`src/sv/fsk_pkg.sv`:
```
// shared types, codes and defaults for the fsk tape byte modulator
`timescale 1ns / 1ps

package fsk_pkg;

    // default tone timing and queue sizing
    localparam int SLOW_HALF_FRAMES_DEF = 4;
    localparam int FAST_HALF_FRAMES_DEF = 2;
    localparam int QUEUE_DEPTH_DEF      = 2;

    // operation codes of an input beat
    localparam logic [1:0] OP_TICK = 2'd0;
    localparam logic [1:0] OP_BYTE = 2'd1;
    localparam logic [1:0] OP_SLOW = 2'd2;
    localparam logic [1:0] OP_FAST = 2'd3;

    // job kinds held by the back end
    localparam logic [1:0] JOB_IDLE = 2'd0;
    localparam logic [1:0] JOB_BYTE = 2'd1;
    localparam logic [1:0] JOB_SLOW = 2'd2;
    localparam logic [1:0] JOB_FAST = 2'd3;

    // bit positions of a framed byte
    localparam logic [3:0] START_POS = 4'd0;
    localparam logic [3:0] STOP_POS  = 4'd9;
    localparam int         FRAME_BITS = 10;

    // configuration register indexes
    localparam int          CFG_IDX_W = 3;
    localparam logic [2:0]  CFG_LOW_LEVEL  = 3'd0;
    localparam logic [2:0]  CFG_HIGH_LEVEL = 3'd1;
    localparam logic [2:0]  CFG_ZERO_FAST  = 3'd2;
    localparam logic [2:0]  CFG_ZERO_SLOW  = 3'd3;
    localparam logic [2:0]  CFG_ONE_FAST   = 3'd4;
    localparam logic [2:0]  CFG_ONE_SLOW   = 3'd5;

    // configuration reset values
    localparam logic [7:0] LOW_LEVEL_RST  = 8'd64;
    localparam logic [7:0] HIGH_LEVEL_RST = 8'd192;
    localparam logic [7:0] ZERO_FAST_RST  = 8'd8;
    localparam logic [7:0] ZERO_SLOW_RST  = 8'd2;
    localparam logic [7:0] ONE_FAST_RST   = 8'd4;
    localparam logic [7:0] ONE_SLOW_RST   = 8'd4;

    // classified command from the front end
    typedef struct packed {
        logic [1:0]  op;
        logic        tone_empty;
        logic [7:0]  data_byte;
        logic [15:0] tone_cycles;
    } fsk_cmd_t;

    // front to back: head of the command queue
    typedef struct packed {
        logic     avail;
        fsk_cmd_t cmd;
    } fsk_head_t;

    // one result beat
    typedef struct packed {
        logic [7:0] sample_level;
        logic       sample_valid;
        logic       accepted;
        logic       last_sample;
    } fsk_result_t;

endpackage

```
`src/sv/fsk_tape_byte_modulator_top.sv`:
```
// top level of the fsk tape byte modulator
//
//  channel   direction  handshake            payload
//  input     in         push / full          operation, data_byte, tone_cycles
//  result    out        empty / pop          sample_level, sample_valid, accepted, last_sample
//  config    in         cfg_valid/cfg_ready  cfg_index, cfg_data
//
//  one beat in, one result beat out; sustained rate one beat per clock while the consumer keeps popping
//  a pushed beat is registered in the command queue, then in the result queue, before it reaches the ports
//  the job state update in the back end takes one step per beat and sets the rate
//  reset is asynchronous; no clearing pass, the block takes beats right after reset
//  a stalled consumer fills the result queue, then the command queue, then raises full
`timescale 1ns / 1ps

module fsk_tape_byte_modulator_top
    import fsk_pkg::*;
#(
    parameter int SLOW_HALF_FRAMES = SLOW_HALF_FRAMES_DEF,
    parameter int FAST_HALF_FRAMES = FAST_HALF_FRAMES_DEF,
    parameter int QUEUE_DEPTH      = QUEUE_DEPTH_DEF
) (
    input  logic                 clk,
    input  logic                 rst_n,
    input  logic                 push,
    output logic                 full,
    input  logic [1:0]           operation,
    input  logic [7:0]           data_byte,
    input  logic [15:0]          tone_cycles,
    output logic                 empty,
    input  logic                 pop,
    output logic [7:0]           sample_level,
    output logic                 sample_valid,
    output logic                 accepted,
    output logic                 last_sample,
    input  logic                 cfg_valid,
    output logic                 cfg_ready,
    input  logic [CFG_IDX_W-1:0] cfg_index,
    input  logic [7:0]           cfg_data
);

    fsk_head_t   head;
    logic        head_pop;
    fsk_result_t result;

    // accept and classify
    fsk_front #(
        .QUEUE_DEPTH (QUEUE_DEPTH)
    ) u_front (
        .clk         (clk),
        .rst_n       (rst_n),
        .push        (push),
        .full        (full),
        .operation   (operation),
        .data_byte   (data_byte),
        .tone_cycles (tone_cycles),
        .head        (head),
        .head_pop    (head_pop)
    );

    // run the jobs
    fsk_back #(
        .SLOW_HALF_FRAMES (SLOW_HALF_FRAMES),
        .FAST_HALF_FRAMES (FAST_HALF_FRAMES),
        .QUEUE_DEPTH      (QUEUE_DEPTH)
    ) u_back (
        .clk       (clk),
        .rst_n     (rst_n),
        .head      (head),
        .head_pop  (head_pop),
        .cfg_valid (cfg_valid),
        .cfg_ready (cfg_ready),
        .cfg_index (cfg_index),
        .cfg_data  (cfg_data),
        .empty     (empty),
        .pop       (pop),
        .result    (result)
    );

    assign sample_level = result.sample_level;
    assign sample_valid = result.sample_valid;
    assign accepted     = result.accepted;
    assign last_sample  = result.last_sample;

endmodule

```
`src/sv/fsk_fifo.sv`:
```
// small register fifo used between the stages and at the result side
`timescale 1ns / 1ps

module fsk_fifo #(
    parameter int WIDTH = 8,
    parameter int DEPTH = 2
) (
    input  logic             clk,
    input  logic             rst_n,
    input  logic             wr_en,
    input  logic [WIDTH-1:0] wr_data,
    output logic             full,
    input  logic             rd_en,
    output logic [WIDTH-1:0] rd_data,
    output logic             empty
);

    localparam int PW = (DEPTH > 1) ? $clog2(DEPTH) : 1;
    localparam int CW = $clog2(DEPTH + 1);

    logic [WIDTH-1:0] mem_reg [DEPTH];
    logic [PW-1:0]    wr_ptr_reg, wr_ptr_next;
    logic [PW-1:0]    rd_ptr_reg, rd_ptr_next;
    logic [CW-1:0]    count_reg, count_next;
    logic             do_wr, do_rd;

    assign full    = (count_reg == CW'(DEPTH));
    assign empty   = (count_reg == '0);
    assign do_wr   = wr_en && !full;
    assign do_rd   = rd_en && !empty;
    assign rd_data = mem_reg[rd_ptr_reg];

    // pointer wrap and occupancy
    always_comb
    begin
        wr_ptr_next = wr_ptr_reg;
        rd_ptr_next = rd_ptr_reg;
        if (do_wr)
        begin
            wr_ptr_next = (wr_ptr_reg == PW'(DEPTH - 1)) ? '0 : wr_ptr_reg + 1'b1;
        end
        if (do_rd)
        begin
            rd_ptr_next = (rd_ptr_reg == PW'(DEPTH - 1)) ? '0 : rd_ptr_reg + 1'b1;
        end
        case ({do_wr, do_rd})
            2'b10:   count_next = count_reg + 1'b1;
            2'b01:   count_next = count_reg - 1'b1;
            default: count_next = count_reg;
        endcase
    end

    // control state
    always_ff @(posedge clk or negedge rst_n)
    begin
        if (!rst_n)
        begin
            wr_ptr_reg <= '0;
            rd_ptr_reg <= '0;
            count_reg  <= '0;
        end
        else
        begin
            wr_ptr_reg <= wr_ptr_next;
            rd_ptr_reg <= rd_ptr_next;
            count_reg  <= count_next;
        end
    end

    // storage
    always_ff @(posedge clk)
    begin
        if (do_wr)
        begin
            mem_reg[wr_ptr_reg] <= wr_data;
        end
    end

endmodule

```
`src/sv/fsk_front.sv`:
```
// front end: takes input beats, classifies them and queues them
`timescale 1ns / 1ps

module fsk_front
    import fsk_pkg::*;
#(
    parameter int QUEUE_DEPTH = QUEUE_DEPTH_DEF
) (
    input  logic        clk,
    input  logic        rst_n,
    input  logic        push,
    output logic        full,
    input  logic [1:0]  operation,
    input  logic [7:0]  data_byte,
    input  logic [15:0] tone_cycles,
    output fsk_head_t   head,
    input  logic        head_pop
);

    fsk_cmd_t cmd_in;
    fsk_cmd_t cmd_out;
    logic     q_empty;

    // classify the incoming beat
    always_comb
    begin
        cmd_in.op          = operation;
        cmd_in.tone_empty  = (tone_cycles == 16'd0);
        cmd_in.data_byte   = data_byte;
        cmd_in.tone_cycles = tone_cycles;
    end

    // command queue toward the back end
    fsk_fifo #(
        .WIDTH ($bits(fsk_cmd_t)),
        .DEPTH (QUEUE_DEPTH)
    ) u_cmd_q (
        .clk     (clk),
        .rst_n   (rst_n),
        .wr_en   (push),
        .wr_data (cmd_in),
        .full    (full),
        .rd_en   (head_pop),
        .rd_data (cmd_out),
        .empty   (q_empty)
    );

    assign head.avail = !q_empty;
    assign head.cmd   = cmd_out;

endmodule

```
`src/sv/fsk_back.sv`:
```
// back end: modulator job state, configuration and result queue
`timescale 1ns / 1ps

module fsk_back
    import fsk_pkg::*;
#(
    parameter int SLOW_HALF_FRAMES = SLOW_HALF_FRAMES_DEF,
    parameter int FAST_HALF_FRAMES = FAST_HALF_FRAMES_DEF,
    parameter int QUEUE_DEPTH      = QUEUE_DEPTH_DEF
) (
    input  logic                 clk,
    input  logic                 rst_n,
    input  fsk_head_t            head,
    output logic                 head_pop,
    input  logic                 cfg_valid,
    output logic                 cfg_ready,
    input  logic [CFG_IDX_W-1:0] cfg_index,
    input  logic [7:0]           cfg_data,
    output logic                 empty,
    input  logic                 pop,
    output fsk_result_t          result
);

    localparam logic [4:0] SLOW_FRAMES = 5'(SLOW_HALF_FRAMES);
    localparam logic [4:0] FAST_FRAMES = 5'(FAST_HALF_FRAMES);

    typedef struct packed {
        logic       found;
        logic [3:0] pos;
        logic [7:0] fast;
        logic [7:0] slow;
    } fsk_seek_t;

    // configuration registers
    logic [7:0] low_level_reg, high_level_reg;
    logic [7:0] zero_fast_reg, zero_slow_reg, one_fast_reg, one_slow_reg;

    // job state
    logic [1:0]  job_reg, job_next;
    logic [7:0]  shift_reg, shift_next;
    logic [3:0]  pos_reg, pos_next;
    logic [7:0]  fast_left_reg, fast_left_next;
    logic [7:0]  slow_left_reg, slow_left_next;
    logic [15:0] tone_left_reg, tone_left_next;
    logic [3:0]  fih_reg, fih_next;
    logic        half_high_reg, half_high_next;

    fsk_result_t res;
    fsk_seek_t   seek_cmd, seek_adv;
    logic        res_full;
    logic        fire;
    logic        is_fast;
    logic [4:0]  frames;
    logic [3:0]  fih_inc;
    logic [7:0]  fast_dec, slow_dec;
    logic [15:0] tone_dec;

    // first bit at or after a position whose cycle counts are not both zero
    function automatic fsk_seek_t seek(
        input logic [7:0] sd,
        input logic [3:0] from,
        input logic [7:0] zf,
        input logic [7:0] zs,
        input logic [7:0] of,
        input logic [7:0] os
    );
        fsk_seek_t r;
        logic      b;
        logic [7:0] f;
        logic [7:0] s;
        r = '0;
        for (int p = 0; p < FRAME_BITS; p++)
        begin
            if (4'(p) == START_POS)
                b = 1'b0;
            else if (4'(p) == STOP_POS)
                b = 1'b1;
            else
                b = sd[3'(p - 1)];
            f = b ? of : zf;
            s = b ? os : zs;
            if (!r.found && (4'(p) >= from) && ((f != 8'd0) || (s != 8'd0)))
            begin
                r.found = 1'b1;
                r.pos   = 4'(p);
                r.fast  = f;
                r.slow  = s;
            end
        end
        return r;
    endfunction

    assign fire      = head.avail && !res_full;
    assign head_pop  = fire;
    assign cfg_ready = 1'b1;

    // next bit search, for a new byte and for the running byte
    always_comb
    begin
        seek_cmd = seek(head.cmd.data_byte, START_POS, zero_fast_reg, zero_slow_reg,
                        one_fast_reg, one_slow_reg);
        seek_adv = seek(shift_reg, pos_reg + 4'd1, zero_fast_reg, zero_slow_reg,
                        one_fast_reg, one_slow_reg);
    end

    // tone timing helpers
    always_comb
    begin
        is_fast  = (job_reg == JOB_BYTE) ? (fast_left_reg != 8'd0) : (job_reg == JOB_FAST);
        frames   = is_fast ? FAST_FRAMES : SLOW_FRAMES;
        fih_inc  = fih_reg + 4'd1;
        fast_dec = fast_left_reg;
        slow_dec = slow_left_reg;
        if (fast_left_reg != 8'd0)
            fast_dec = fast_left_reg - 8'd1;
        else if (slow_left_reg != 8'd0)
            slow_dec = slow_left_reg - 8'd1;
        tone_dec = (tone_left_reg != 16'd0) ? tone_left_reg - 16'd1 : tone_left_reg;
    end

    // job step for the command at the head of the queue
    always_comb
    begin
        job_next       = job_reg;
        shift_next     = shift_reg;
        pos_next       = pos_reg;
        fast_left_next = fast_left_reg;
        slow_left_next = slow_left_reg;
        tone_left_next = tone_left_reg;
        fih_next       = fih_reg;
        half_high_next = half_high_reg;
        res            = '0;
        unique case (head.cmd.op)
            OP_TICK:
            begin
                if (job_reg != JOB_IDLE)
                begin
                    res.sample_level = half_high_reg ? high_level_reg : low_level_reg;
                    res.sample_valid = 1'b1;
                    if ((fih_inc == 4'd0) || ({1'b0, fih_inc} >= frames))
                    begin
                        fih_next = 4'd0;
                        if (!half_high_reg)
                        begin
                            half_high_next = 1'b1;
                        end
                        else
                        begin
                            // end of a full cycle
                            half_high_next = 1'b0;
                            if (job_reg == JOB_BYTE)
                            begin
                                fast_left_next = fast_dec;
                                slow_left_next = slow_dec;
                                if ((fast_dec == 8'd0) && (slow_dec == 8'd0))
                                begin
                                    if (seek_adv.found)
                                    begin
                                        pos_next       = seek_adv.pos;
                                        fast_left_next = seek_adv.fast;
                                        slow_left_next = seek_adv.slow;
                                    end
                                    else
                                    begin
                                        pos_next = STOP_POS;
                                        job_next = JOB_IDLE;
                                    end
                                end
                            end
                            else
                            begin
                                tone_left_next = tone_dec;
                                if (tone_dec == 16'd0)
                                    job_next = JOB_IDLE;
                            end
                        end
                    end
                    else
                    begin
                        fih_next = fih_inc;
                    end
                    res.last_sample = (job_next == JOB_IDLE);
                end
            end
            OP_BYTE:
            begin
                if (job_reg == JOB_IDLE)
                begin
                    res.accepted   = 1'b1;
                    fih_next       = 4'd0;
                    half_high_next = 1'b0;
                    shift_next     = head.cmd.data_byte;
                    if (seek_cmd.found)
                    begin
                        job_next       = JOB_BYTE;
                        pos_next       = seek_cmd.pos;
                        fast_left_next = seek_cmd.fast;
                        slow_left_next = seek_cmd.slow;
                    end
                    else
                    begin
                        pos_next       = STOP_POS;
                        fast_left_next = 8'd0;
                        slow_left_next = 8'd0;
                    end
                end
            end
            OP_SLOW, OP_FAST:
            begin
                if (job_reg == JOB_IDLE)
                begin
                    res.accepted   = 1'b1;
                    fih_next       = 4'd0;
                    half_high_next = 1'b0;
                    tone_left_next = head.cmd.tone_cycles;
                    if (!head.cmd.tone_empty)
                        job_next = (head.cmd.op == OP_SLOW) ? JOB_SLOW : JOB_FAST;
                end
            end
            default:
            begin
                res = '0;
            end
        endcase
    end

    // job state registers, advanced once per beat taken from the queue
    always_ff @(posedge clk or negedge rst_n)
    begin
        if (!rst_n)
        begin
            job_reg       <= JOB_IDLE;
            shift_reg     <= 8'd0;
            pos_reg       <= START_POS;
            fast_left_reg <= 8'd0;
            slow_left_reg <= 8'd0;
            tone_left_reg <= 16'd0;
            fih_reg       <= 4'd0;
            half_high_reg <= 1'b0;
        end
        else if (fire)
        begin
            job_reg       <= job_next;
            shift_reg     <= shift_next;
            pos_reg       <= pos_next;
            fast_left_reg <= fast_left_next;
            slow_left_reg <= slow_left_next;
            tone_left_reg <= tone_left_next;
            fih_reg       <= fih_next;
            half_high_reg <= half_high_next;
        end
    end

    // configuration writes
    always_ff @(posedge clk or negedge rst_n)
    begin
        if (!rst_n)
        begin
            low_level_reg  <= LOW_LEVEL_RST;
            high_level_reg <= HIGH_LEVEL_RST;
            zero_fast_reg  <= ZERO_FAST_RST;
            zero_slow_reg  <= ZERO_SLOW_RST;
            one_fast_reg   <= ONE_FAST_RST;
            one_slow_reg   <= ONE_SLOW_RST;
        end
        else if (cfg_valid && cfg_ready)
        begin
            unique case (cfg_index)
                CFG_LOW_LEVEL:  low_level_reg  <= cfg_data;
                CFG_HIGH_LEVEL: high_level_reg <= cfg_data;
                CFG_ZERO_FAST:  zero_fast_reg  <= cfg_data;
                CFG_ZERO_SLOW:  zero_slow_reg  <= cfg_data;
                CFG_ONE_FAST:   one_fast_reg   <= cfg_data;
                CFG_ONE_SLOW:   one_slow_reg   <= cfg_data;
                default:        low_level_reg  <= low_level_reg;
            endcase
        end
    end

    // result queue toward the consumer
    fsk_fifo #(
        .WIDTH ($bits(fsk_result_t)),
        .DEPTH (QUEUE_DEPTH)
    ) u_res_q (
        .clk     (clk),
        .rst_n   (rst_n),
        .wr_en   (fire),
        .wr_data (res),
        .full    (res_full),
        .rd_en   (pop),
        .rd_data (result),
        .empty   (empty)
    );

endmodule

```
`config.mk`:
```
export PLATFORM = sky130hd
export DESIGN_NAME = fsk_tape_byte_modulator_top
export DESIGN_NICKNAME = d
export VERILOG_FILES = /design/src/sv/fsk_pkg.sv /design/src/sv/fsk_tape_byte_modulator_top.sv /design/src/sv/fsk_fifo.sv /design/src/sv/fsk_front.sv /design/src/sv/fsk_back.sv
export SDC_FILE = /design/constraint.sdc
export NUM_CORES = 1
export LEC_CHECK = 0
export BUFFER_PORTS_ARGS = -buffer_cell sky130_fd_sc_hd__buf_2
export CELL_PAD_IN_SITES_DETAIL_PLACEMENT = 0
export CELL_PAD_IN_SITES_GLOBAL_PLACEMENT = 2
export CORE_ASPECT_RATIO = 1.2
export CORE_UTILIZATION = 29
export CTS_CLUSTER_DIAMETER = 120
export CTS_CLUSTER_SIZE = 25
export DETAILED_ROUTE_END_ITERATION = 8
export PLACE_DENSITY = 0.59
export SKIP_CTS_REPAIR_TIMING = 1
export SYNTH_ARGS = -nofsm -noshare
export SYNTH_HDL_FRONTEND = slang
export SYNTH_SLANG_ARGS = --single-unit
export TNS_END_PERCENT = 1
```
`constraint.sdc`:
```
create_clock -name clk -period 4.4 [get_ports clk]
set_input_delay 0.88 -clock clk [delete_from_list [all_inputs] [get_ports clk]]
set_output_delay 0.88 -clock clk [all_outputs]
set_load 0.005 [all_outputs]
```
==> results.py <==
metrics = {
    "run_status": {
        "outcome": "complete, no violations",
    },
    "synth": {
        "synth_edf_count": 68,
        "yosysUniqueCellTypes": 92,
        "syn-instance-count": 959,
        "avgSynthCellArea_um2": 10.3,
        "synth.area.top_cells": "dfrtp_1 (24%), edfxtp_1 (21%), mux2_2 (8.0%)",
        "synth_top_area_share_pct": 24.3,
        "ys.flop_type": "dfrtp_1",
        "ys_seq_area_share_pct": 46.8,
        "synth_top_area_cell": "dfrtp_1",
        "syn_nets": 1018,
        "yosysWarnings": 0,
        "synth_area_mm2": 0.00989,
        "async_flop_share_pct": 60.2,
        "synth-seq-cells": 171,
    },
    "die": {
        "core_region_area_mm2": 0.0333,
        "rows": 73,
        "io_pins": 56,
        "start_util_pct": 29.7,
        "die_w_um": 171,
        "dieHeight_um": 204,
        "design.die.area_mm2": 0.0348,
    },
    "critical_path": {
        "cp_slowest_cell": "or4b_1",
        "r2r-start": "u_back.fast_left_reg[1]$_DFFE_PN0P_",
        "worstPathCellList": "inv_1 -> ha_1 -> or4b_1 -> nor2_4 -> a21boi_0 -> ha_1 -> a21bo_2 -> a21oi_1 -> o21ai_1 -> o21ai_0 -> buf_4 -> nor4_2 -> nand2_1 -> nor4_1 -> a211oi_2 -> o31ai_1",
        "cp.required_ps": 4740,
        "setup.worst_path.class": "register to register",
        "cpPeakStageDelay_ps": 540,
        "crit_buf_inv": 2,
        "worstSetupStartpoint": "u_back.fast_left_reg[1]$_DFFE_PN0P_",
        "cp_common_cell": "ha_1",
        "cp-end-kind": "register",
        "crit_path_max_fanout": 9,
        "arrival_ps": 4410,
        "start_kind": "register",
        "crit_family": "simple AND/OR/NAND/NOR gates",
    },
    "global_route": {
        "antenna_found_initial": 0,
        "grt_pass1_wl_um": 48300,
        "grt-ovfl-total": 0,
        "grt_max_degree": 67,
        "grt_pass1_vias": 7932,
        "grt_usage_pct": 18.5,
    },
    "layout": {
        "fillers": 3438,
        "antenna_cells": 0,
        "drive_above_1_share_pct": 22.4,
        "largest_register_ffs": 46,
        "area_delta_synth_final_pct": 15.2,
        "fin_nets": 1083,
    },
    "clock_tree": {
        "cts_num_sinks": 171,
        "root_buffer": "clkbuf_16",
        "cts_buffer_depth": 2,
        "clk_latency_ps": 430,
        "cts_tree": "done",
        "cts_buffers": 17,
        "cts.clk_slew.worst_paths_ps": 70,
        "h-tree-depth": 4,
    },
    "hold_path": {
        "holdCritPathClass": "register to register",
        "holdCritStartpoint": "u_front.u_cmd_q.count_reg[1]$_DFFE_PN0P_",
    },
    "placement": {
        "port-buffer-count": 50,
        "dp_hpwl_um": 23100,
        "gp_routability_congestion": 0.823,
    },
    "power_and_ir_drop": {
        "p_per_area_mw_per_mm2": 686,
        "p_leak_nw": 4.26,
        "peakVddDrop_uv": 313,
    },
    "timing": {
        "max_freq_mhz": 245,
        "post-route-period-util_pct": 92.6,
        "worstMarginPinSlew_ps": 1070,
        "skew_ps": 12.0,
        "finalSetupViolCount": 0,
        "slew_viol_final": 0,
        "hold_viol": 0,
        "hold_ws_ps": 493,
        "fin_setup_tns_ps": 0,
        "min_period_ps": 4070,
        "rsz0062_at_grt": "false",
        "relSlewSlack_pct": 27.8,
    },
    "drt": {
        "wirelength_um": 31100,
        "dr.pass1.iters": 5,
        "dr_total_vias": 7956,
        "viasPerCell": 5.35,
        "postRouteAntennaNets": 0,
        "drtIter0Drc": 417,
        "detail_route.wl_per_cell_um": 20.9,
        "drcViolationCount": 0,
    },
    "job": {
        "cap_violations": 0,
    },
}
[metal layers]
layer | GRT usage [%] | wire [um] | vias up | share of wire [%]
li1 | - | - | 3814 | -
met1 | 22.5 | 13400 | 3989 | 43
met2 | 33.6 | 16400 | 121 | 53
met3 | 2.13 | 566 | 32 | 1.8
met4 | 6.44 | 741 | 0 | 2.4
met5 | 0 | 0 | - | 0
[metrics by stage]
step	instance area [um2]	util [%]	total power, W	setup slack (ps)	instances
finish	11400	34.2	0.00781	326	1487
floorplan	9890	-	0.00510	458	959
detailed placement	10800	32.5	0.00640	365	1455
global placement	10800	32.5	0.00643	411	1455
global route	11400	34.2	0.00836	73.7	1487
CTS	11400	34.2	0.00789	342	1487
[layout by cell type (no fill, tap or decap), types with 9 or more instances in the layout]
master,instances
dfrtp_1,96
a21oi_1,74
nor2_1,72
mux2_2,70
nand2_1,68
edfxtp_1,68
buf_2,49
o21ai_0,44
buf_4,44
nor3_1,31
mux2i_1,25
inv_1,23
nor4_1,23
a31oi_1,21
ha_1,17
clkbuf_16,17
xnor2_1,14
nand4_1,13
or3_1,11
nand3_1,11
o21ai_1,10
o22a_1,10
a22oi_1,9
[cell families (layout without fill, tap and decap cells)]
group,Yosys count,count (layout),share of synthesized area [%]
AO/OA/AOI/OAI,275,275,18.5
XOR/XNOR,20,20,1.77
AND/OR/NAND/NOR,307,307,16.8
adder cells (fa/ha/maj),17,17,2.15
multiplexers,97,97,11.0
other,1,1,0.0379
buffers and inverters,71,149,2.96
flip-flops,171,171,46.8
[worst paths after layout]
check	slack, ps	endpoint	cells after the start
max	330	u_back.fast_left_reg[0]$_DFFE_PN0P_	16
min	490	u_front.u_cmd_q.count_reg[1]$_DFFE_PN0P_	1
max reg2reg	330	u_back.fast_left_reg[0]$_DFFE_PN0P_	16
min reg2reg	490	u_front.u_cmd_q.count_reg[1]$_DFFE_PN0P_	1
max in group asynchronous	2850	u_back.one_fast_reg[2]$_DFFE_PN1P_	2
min in group asynchronous	560	u_back.tone_left_reg[7]$_DFFE_PN0P_	1
[cell usage after synthesis, drive strengths merged, types with 11 or more instances]
library cell  instances
inv                  23
nor4                 27
buf                  13
nand3                11
dfrtp                96
nand2                70
a31oi                21
nor2                 75
mux2i                27
edfxtp               68
o21ai                54
a21oi                76
clkbuf               34
ha                   17
nor3                 31
xnor2                14
mux2                 70
or3                  12
nand4                14
[final cells by class]
class | instances | area, um2 | area share, %
inverter | 24 | 90.1 | 0.791
clock inverter | 12 | 116 | 1.02
sequential | 171 | 4630 | 40.6
multi-input combinational | 717 | 4980 | 43.7
clock buffer | 20 | 437 | 3.83
timing repair buffer | 93 | 576 | 5.05
tap | 450 | 563 | 4.94
[report_power, final]
part | internal [W] | leakage, nW | total (W) | switching [W]
Clock | 0.000787 | 0.256 | 0.00145 | 0.000667
Combinational | 0.00144 | 2.12 | 0.00350 | 0.00206
Sequential | 0.00225 | 1.88 | 0.00286 | 0.000607
Power figures use the tool's default switching activity.
